===== src/design/fvn2d_pkg.sv =====
`default_nettype none
package fvn2d_pkg;

   localparam int MAX_OCTAVES_DEF     = 8;
   localparam int COORD_FRAC_BITS_DEF = 16;
   localparam int COS_TABLE_BITS_DEF  = 8;

   localparam int PERS_W = 17;
   localparam int WGT_W  = 17;
   localparam int VAL_W  = 36;
   localparam int TOT_W  = 57;
   localparam int ASUM_W = 21;
   localparam int DVS_W  = 25;
   localparam int QUO_W  = 31;
   localparam int MUL_AW = 38;
   localparam int MUL_BW = 33;
   localparam int PROD_W = MUL_AW + MUL_BW;

   localparam logic [PERS_W-1:0] PERS_RESET = 17'd32768;
   localparam logic [PERS_W-1:0] PERS_ONE   = 17'd65536;
   localparam logic [31:0] HASH_MUL_Y  = 32'd57;
   localparam logic [31:0] HASH_MUL_SQ = 32'd15731;
   localparam logic [31:0] HASH_ADD_SQ = 32'd789221;
   localparam logic [31:0] HASH_ADD_N  = 32'd1376312589;
   localparam logic [31:0] HASH_MASK   = 32'h7fffffff;
   localparam logic signed [31:0] ONE_Q30 = 32'sd1073741824;
   localparam logic [63:0] PI_Q30 = 64'd3373259426;

   typedef struct packed {
      logic       load;
      logic       oct_setup;
      logic       hash0;
      logic       hash1;
      logic       hash2;
      logic       accum;
      logic       blend_x0;
      logic       blend_x1;
      logic       blend_y;
      logic       total;
      logic       amp;
      logic       div_setup;
      logic       div_step;
      logic       out_load;
      logic [3:0] lat;
   } ctrl_cmd_type;

   // sin^2 weight in Q0.16 from a truncated Taylor series in Q30
   function automatic logic [WGT_W-1:0] cos_w(input int unsigned k, input int unsigned ctb);
      logic [63:0] x;
      logic [63:0] x2;
      logic [63:0] term;
      logic [63:0] sq;
      logic signed [63:0] s;
      x = (PI_Q30 * 64'(k)) >> (ctb + 1);
      x2 = (x * x) >> 30;
      term = ((x * x2) >> 30) / 64'd6;
      s = $signed(x) - $signed(term);
      term = ((term * x2) >> 30) / 64'd20;
      s = s + $signed(term);
      term = ((term * x2) >> 30) / 64'd42;
      s = s - $signed(term);
      term = ((term * x2) >> 30) / 64'd72;
      s = s + $signed(term);
      term = ((term * x2) >> 30) / 64'd110;
      s = s - $signed(term);
      term = ((term * x2) >> 30) / 64'd156;
      s = s + $signed(term);
      if (s < 0) s = 0;
      if (s > 64'sd1073741824) s = 64'sd1073741824;
      sq = ($unsigned(s) * $unsigned(s) + (64'd1 << 43)) >> 44;
      return sq[WGT_W-1:0];
   endfunction

endpackage
`default_nettype wire


===== src/design/fvn2d_ctrl.sv =====
`default_nettype none
module fvn2d_ctrl #(
   parameter int MAX_OCTAVES = fvn2d_pkg::MAX_OCTAVES_DEF,
   localparam int OW = $clog2(MAX_OCTAVES + 1)
) (
   input  wire logic                    clock,
   input  wire logic                    reset,
   input  wire logic                    req_valid,
   output logic                         req_ready,
   output logic                         rsp_valid,
   input  wire logic                    rsp_ready,
   input  wire logic                    last_octave,
   output fvn2d_pkg::ctrl_cmd_type      cmd,
   output logic [OW-1:0]                oct
);

   localparam logic [3:0] S_IDLE = 4'd0;
   localparam logic [3:0] S_OCT  = 4'd1;
   localparam logic [3:0] S_H0   = 4'd2;
   localparam logic [3:0] S_H1   = 4'd3;
   localparam logic [3:0] S_H2   = 4'd4;
   localparam logic [3:0] S_ACC  = 4'd5;
   localparam logic [3:0] S_BX0  = 4'd6;
   localparam logic [3:0] S_BX1  = 4'd7;
   localparam logic [3:0] S_BY   = 4'd8;
   localparam logic [3:0] S_TOT  = 4'd9;
   localparam logic [3:0] S_AMP  = 4'd10;
   localparam logic [3:0] S_DSET = 4'd11;
   localparam logic [3:0] S_DIV  = 4'd12;
   localparam logic [3:0] S_FIN  = 4'd13;

   localparam logic [4:0] DIV_LAST = 5'(fvn2d_pkg::QUO_W - 1);

   logic [3:0]    state_ff, state_in;
   logic [OW-1:0] oct_ff, oct_in;
   logic [3:0]    lat_ff, lat_in;
   logic [4:0]    div_ff, div_in;
   logic          vld_ff, vld_in;
   logic          out_free;

   assign out_free  = !vld_ff || rsp_ready;
   assign req_ready = (state_ff == S_IDLE);
   assign rsp_valid = vld_ff;
   assign oct       = oct_ff;

   always_comb begin
      state_in = state_ff;
      oct_in   = oct_ff;
      lat_in   = lat_ff;
      div_in   = div_ff;
      vld_in   = vld_ff && !rsp_ready;
      cmd      = '0;
      cmd.lat  = lat_ff;
      case (state_ff)
         S_IDLE: begin
            if (req_valid) begin
               cmd.load = 1'b1;
               oct_in   = '0;
               state_in = S_OCT;
            end
         end
         S_OCT: begin
            cmd.oct_setup = 1'b1;
            lat_in        = '0;
            state_in      = S_H0;
         end
         S_H0: begin
            cmd.hash0 = 1'b1;
            state_in  = S_H1;
         end
         S_H1: begin
            cmd.hash1 = 1'b1;
            state_in  = S_H2;
         end
         S_H2: begin
            cmd.hash2 = 1'b1;
            state_in  = S_ACC;
         end
         S_ACC: begin
            cmd.accum = 1'b1;
            lat_in    = lat_ff + 4'd1;
            state_in  = (lat_ff == 4'hf) ? S_BX0 : S_H0;
         end
         S_BX0: begin
            cmd.blend_x0 = 1'b1;
            state_in     = S_BX1;
         end
         S_BX1: begin
            cmd.blend_x1 = 1'b1;
            state_in     = S_BY;
         end
         S_BY: begin
            cmd.blend_y = 1'b1;
            state_in    = S_TOT;
         end
         S_TOT: begin
            cmd.total = 1'b1;
            state_in  = S_AMP;
         end
         S_AMP: begin
            cmd.amp = 1'b1;
            if (last_octave) begin
               state_in = S_DSET;
            end else begin
               oct_in   = oct_ff + OW'(1);
               state_in = S_OCT;
            end
         end
         S_DSET: begin
            cmd.div_setup = 1'b1;
            div_in        = '0;
            state_in      = S_DIV;
         end
         S_DIV: begin
            cmd.div_step = 1'b1;
            div_in       = div_ff + 5'd1;
            if (div_ff == DIV_LAST) state_in = S_FIN;
         end
         S_FIN: begin
            if (out_free) begin
               cmd.out_load = 1'b1;
               vld_in       = 1'b1;
               state_in     = S_IDLE;
            end
         end
         default: state_in = S_IDLE;
      endcase
   end

   always_ff @(posedge clock) begin
      if (reset) begin
         state_ff <= S_IDLE;
         oct_ff   <= '0;
         lat_ff   <= '0;
         div_ff   <= '0;
         vld_ff   <= 1'b0;
      end else begin
         state_ff <= state_in;
         oct_ff   <= oct_in;
         lat_ff   <= lat_in;
         div_ff   <= div_in;
         vld_ff   <= vld_in;
      end
   end

endmodule
`default_nettype wire


===== config.mk =====
export PLATFORM = sky130hd
export DESIGN_NAME = fvn2d_ctrl
export DESIGN_NICKNAME = d
export VERILOG_FILES = /design/src/design/fvn2d_pkg.sv /design/src/design/fvn2d_ctrl.sv
export SDC_FILE = /design/constraint.sdc
export NUM_CORES = 1
export LEC_CHECK = 0
export BUFFER_PORTS_ARGS = -buffer_cell sky130_fd_sc_hd__buf_2
export CAP_MARGIN = 25
export CORE_MARGIN = 5
export CORE_UTILIZATION = 25
export CTS_CLUSTER_SIZE = 8
export DETAILED_ROUTE_END_ITERATION = 10
export MAX_ROUTING_LAYER = met4
export SYNTH_ARGS = -nofsm -noshare
export SYNTH_HDL_FRONTEND = slang
export SYNTH_SLANG_ARGS = --single-unit

===== constraint.sdc =====
create_clock -name clock -period 1.4 [get_ports clock]
set_clock_uncertainty 0.2 [all_clocks]
set_input_delay 0.14 -clock clock [delete_from_list [all_inputs] [get_ports clock]]
set_output_delay 0.14 -clock clock [all_outputs]
set_load 0.05 [all_outputs]

# After elaboration in Yosys (flattened, before gate mapping)
# Index checks and enable logic that the tools add are counted.
[totals]
inputBits = 5
register_bits = 18
[op_classes]
n_addsub = 3
n_reduce_logical = 10
mux = 29
eq_ne = 19
[op_table]
columns = ["op", "n"]
rows = [
  ["one-hot mux 4 bit (14 select lines)", 1],
  ["== test 4 bit, second input constant", 7],
  ["2-to-1 mux 4 bit", 6],
  ["2-to-1 mux 1 bit", 18],
  ["== test 4 x 3 -> 1 bit, second input constant", 4],
  ["one-hot mux 4 bit (2 select lines)", 2],
  ["one-hot mux 5 bit (2 select lines)", 1],
  ["adder 4 x 1 -> 4 bit, second input constant", 2],
  ["== test 4 x 2 -> 1 bit, second input constant", 2],
  ["!= test 2 bit, second input constant", 4],
  ["AND reduction 3 bit", 2],
  ["nonzero test 2 bit", 3],
  ["adder 5 x 1 -> 5 bit, second input constant", 1],
  ["== test 5 bit, second input constant", 1],
  ["== test 4 x 1 -> 1 bit, second input constant", 1],
  ["zero test 4 bit", 1],
  ["2-to-1 mux 3 bit", 1],
  ["zero test 1 bit", 2],
  ["logical AND 1 bit", 1],
  ["logical OR 1 bit", 1],
]

# Logic depth before layout (Yosys ltp)
[depth]
ltp_word = 4
depth_mapped = 6
mapped_depth_nobuf = 6

# Least setup slack after synthesis
# No wires, ideal clock.
[synth_timing]
kind = "register to register"
startpoint = "register state_ff[3]"
endpoint = "register oct_ff[1], in the netlist oct[1]"
t_arrival_ns = 2.302
required_time_ns = 1.084
setup_ns = 0.116
period_less_slack_ns = 2.618
path_slack_ns = -1.218
path_stages_with_launch = 6
n_path_buf = 1
cell_sequence = "dfxtp_1 > buf_4 > nor4_2 > and2_1 > or2_2 > nor2_1"
[synth_between]
elab_chain_cells = 3
[synth_lines]
columns = ["item", "line_no", "source"]
rows = [
  ["start, declared", "fvn2d_ctrl.sv:34", "logic [3:0] state_ff, state_in;"],
  ["start signal, assigned", "fvn2d_ctrl.sv:138", "state_ff <= state_in;"],
  ["zero test 4 bit (*)", "-", ""],
  ["named net req_ready", "fvn2d_ctrl.sv:9", "output logic req_ready,"],
  ["!= test 2 bit (no source line) / nonzero test 2 bit (equally long branches)", "-", ""],
  ["AND reduction 3 bit (no source line)", "-", ""],
  ["end signal, assigned", "fvn2d_ctrl.sv:139", "oct_ff <= oct_in;"],
  ["end, declared", "fvn2d_ctrl.sv:35", "logic [OW-1:0] oct_ff, oct_in;"],
]
# The timed path passes the listed nets; every way through them passes the cells marked *.
# A chain may end at the register's enable or synchronous reset.

==> flow_summary.yaml <==
clock_tree:
  htree_levels: 1
  clk_latency_ps: 250
  cts.path.max_buffers: 2
  cts_sinks: 18
  clk_pin_slew_ps: 70
  numCtsBuffers: 3
  cts-root-buf: "clkbuf_8"
  cts_tree: "yes"
worst_setup_path:
  critical_path.startpoint: "state_ff[2]$_SDFFE_PP0P_"
  cp.arrival_ps: 1360
  crit_fanout: 4
  r2r_cells: 6
  timing.critical_path.to: "cmd[17]"
  crit_type: "flop to output port"
  cp.required_ps: 1060
  end_kind: "output port"
  r2r-end: "state_ff[0]$_SDFFE_PP0P_"
  r2r_slack_ps: -210
  setup.worst_path.start_class: "flop"
  r2r-start: "state_ff[3]$_SDFFE_PP0P_"
power:
  vdd.ir_drop.worst_v: 0.000491
  powerDensity_mw_per_mm2: 679
  leakagePower_nw: 0.854
die:
  core-area_mm2: 0.00406
  std_cell_rows: 23
  die_h_um: 75.0
  initial_core_util_pct: 26.0
  die_w_um: 75.0
  die_area_mm2: 0.00562
  ios: 29
sta:
  setup_viol: 31
  rsz0062_at_grt: "yes"
  finalCritPeriodShare_pct: 122
  fmax_mhz: 587
  hold_viol: 0
  worst_pin_slew_ps: 354
  slew_headroom_pct: 76.4
  fin_crit_ps: 1700
  worst_slack_ps: -305
  slew_viol_final: 0
  setup_tns_ps: -5180
synth:
  synth_compound_area_share_pct: 14.8
  synth_top_family_by_area: "simple AND/OR/NAND/NOR gates"
  synth_ff_type: "dfxtp_1"
  async_flop_share_pct: 0
  netlist_area_mm2: 0.00106
  synthesis.area_per_instance_um2: 8.32
  syn_inst: 127
  yosys_warnings: 0
  synthTopCellsByCount: "18 x dfxtp_1, 17 x nor2_1, 10 x a21oi_1"
  synth_seq_cells: 18
  synth_top_area_share_pct: 34.1
  synth-adder-area-share_pct: 4.74
  synth_fp_nets: 136
  synth.largest_area_cell: "dfxtp_1"
  synth-simple-area-share_pct: 34.5
  ys_types: 42
  synth_xor_area_share_pct: 2.49
  synth.mux.area_fraction_pct: 2.37
  ys_top_cells_by_area: "dfxtp_1 34%, nor2_1 6.0%, a21oi_1 4.7%, ha_1 4.7%, nor3_1 3.3%"
  synth_most_common_cell: "dfxtp_1"
  ys_seq_area_share_pct: 34.1
  synth_edf_count: 0
placed_design:
  post_dp_cell_area_mm2: 0.00156
  pre_cts_slack_ps: -157
  place.port_buffers: 28
  dp_hpwl_um: 2060
  gp_congestion: 0.764
  dp.cells: 224
grt:
  grt.overflow.total: 0
  grt_usage_pct: 12.0
  grt_pass1_vias: 1141
  grt_antenna_before_repair: 0
  grt_max_degree: 15
  grt_pass1_wl_um: 5150
drt:
  routedWlPerCell_um: 12.9
  drtIter0Drc: 37
  via_per_inst: 4.78
  wirelength_um: 3110
  vias: 1151
  dr.pass1.iters: 4
  drtAntennaViolNets: 0
  drc_errors: 0
cells_and_area:
  register_area_um2: 378
  area_growth_pct: 93.4
  fin_nets: 201
  multi_input_area_um2: 871
  fin_area_mm2: 0.00204
  drive_gt1_share_pct: 66.0
  num-fill-cells: 367
  num_antenna_cells: 0
  finalNonFillerCells: 241
outcome:
  violations: "setup timing"
  status: "finished, violations left"
min_path:
  hold_path_startpoint: "rsp_ready"
  worstHoldPathType: "input port to flop"
run:
  max_cap_violations: 0
[per-stage QoR]
| step | utilization, % | total power [mW] | hold slack [ps] |
|---|---|---|---|
| 6_report | 50.3 | 1.39 | 42.3 |
| 2_1_floorplan | - | 0.754 | 15.6 |
| 4_1_cts | 45.5 | 1.35 | 18.1 |
| 3_3_place_gp | 38.4 | 0.841 | 257 |
| 5_1_grt | 50.3 | 1.45 | 59.6 |
| 3_5_place_dp | 38.4 | 0.840 | 263 |
[cell families after synthesis]
| kind of cell | Yosys count |
|---|---|
| buf+inv | 14 |
| fa+ha+maj | 4 |
| compound gates | 25 |
| simple gates | 61 |
| xor+xnor | 3 |
| flops | 18 |
| mux | 2 |
[report_power, final]
part           leakage (nW)  internal, mW  switching, mW
clock network        0.0288         0.250          0.186
logic                 0.676         0.193          0.219
registers             0.149         0.518         0.0200
[cell usage in the layout, fill, tap and decap left out, types with 3 or more instances in the layout]
master / instances
inv_4: 4
clkbuf_8: 4
dfxtp_4: 4
buf_12: 3
nor2_1: 11
dfxtp_1: 12
nand3b_1: 3
nand4b_1: 3
nand3_1: 4
buf_2: 13
inv_1: 3
nor3_4: 5
a21oi_2: 4
o21ai_2: 4
a21oi_1: 6
buf_8: 8
ha_1: 4
buf_6: 19
nor2_4: 5
buf_4: 24
[layout make-up]
cell class                      count  area share (%)
Inverter                            7            1.78
Tap cell                           50            3.06
Multi-Input combinational cell     95            42.6
Timing Repair Buffer               67            31.3
Clock buffer                        4            2.70
Sequential cell                    18            18.5
[sequential cells by signal (all words and copies together), names as in the netlist]
signal and count:
rsp_valid 1, oct 4, div_ff 5, state_ff 4, lat_ff 4
[worst min path at each step]
stage | to | slack, ps | depth (start not counted)
after floorplan | state_ff[1]$_SDFFE_PP0P_ | 20 | 1
after global placement | lat_ff[0]$_SDFFE_PP0P_ | 260 | 1
after detailed placement | lat_ff[0]$_SDFFE_PP0P_ | 260 | 1
after CTS | rsp_valid$_SDFF_PP0_ | 20 | 3
after global routing | div_ff[1]$_SDFFE_PP0P_ | 60 | 2
final | rsp_valid$_SDFF_PP0_ | 40 | 3
[routing by layer]
metal | GRT usage, % | up-vias | share of wire (%)
met5 | - | - | 0
met4 | 4.15 | 0 | 1.6
met3 | 2.40 | 6 | 3.2
met2 | 20.5 | 19 | 51
met1 | 14.0 | 542 | 44
li1 | - | 584 | -
[repair_timing]
action / 4_1_cts / 5_1_grt
pin swaps: 14 / 20
setup buffers: 7 / 7
setup endpoints to repair: 31 / 32
hold buffers: 0 / 0
resized for setup: 54 / 38
[worst max-delay path, cell delays in order, from the launching register on]
cell,delay (ps)
dfxtp_4,360
buf_6,120
nor4_4,270
and2_4,220
buf_8,140
Note: power is estimated with default switching activity, not from simulation.
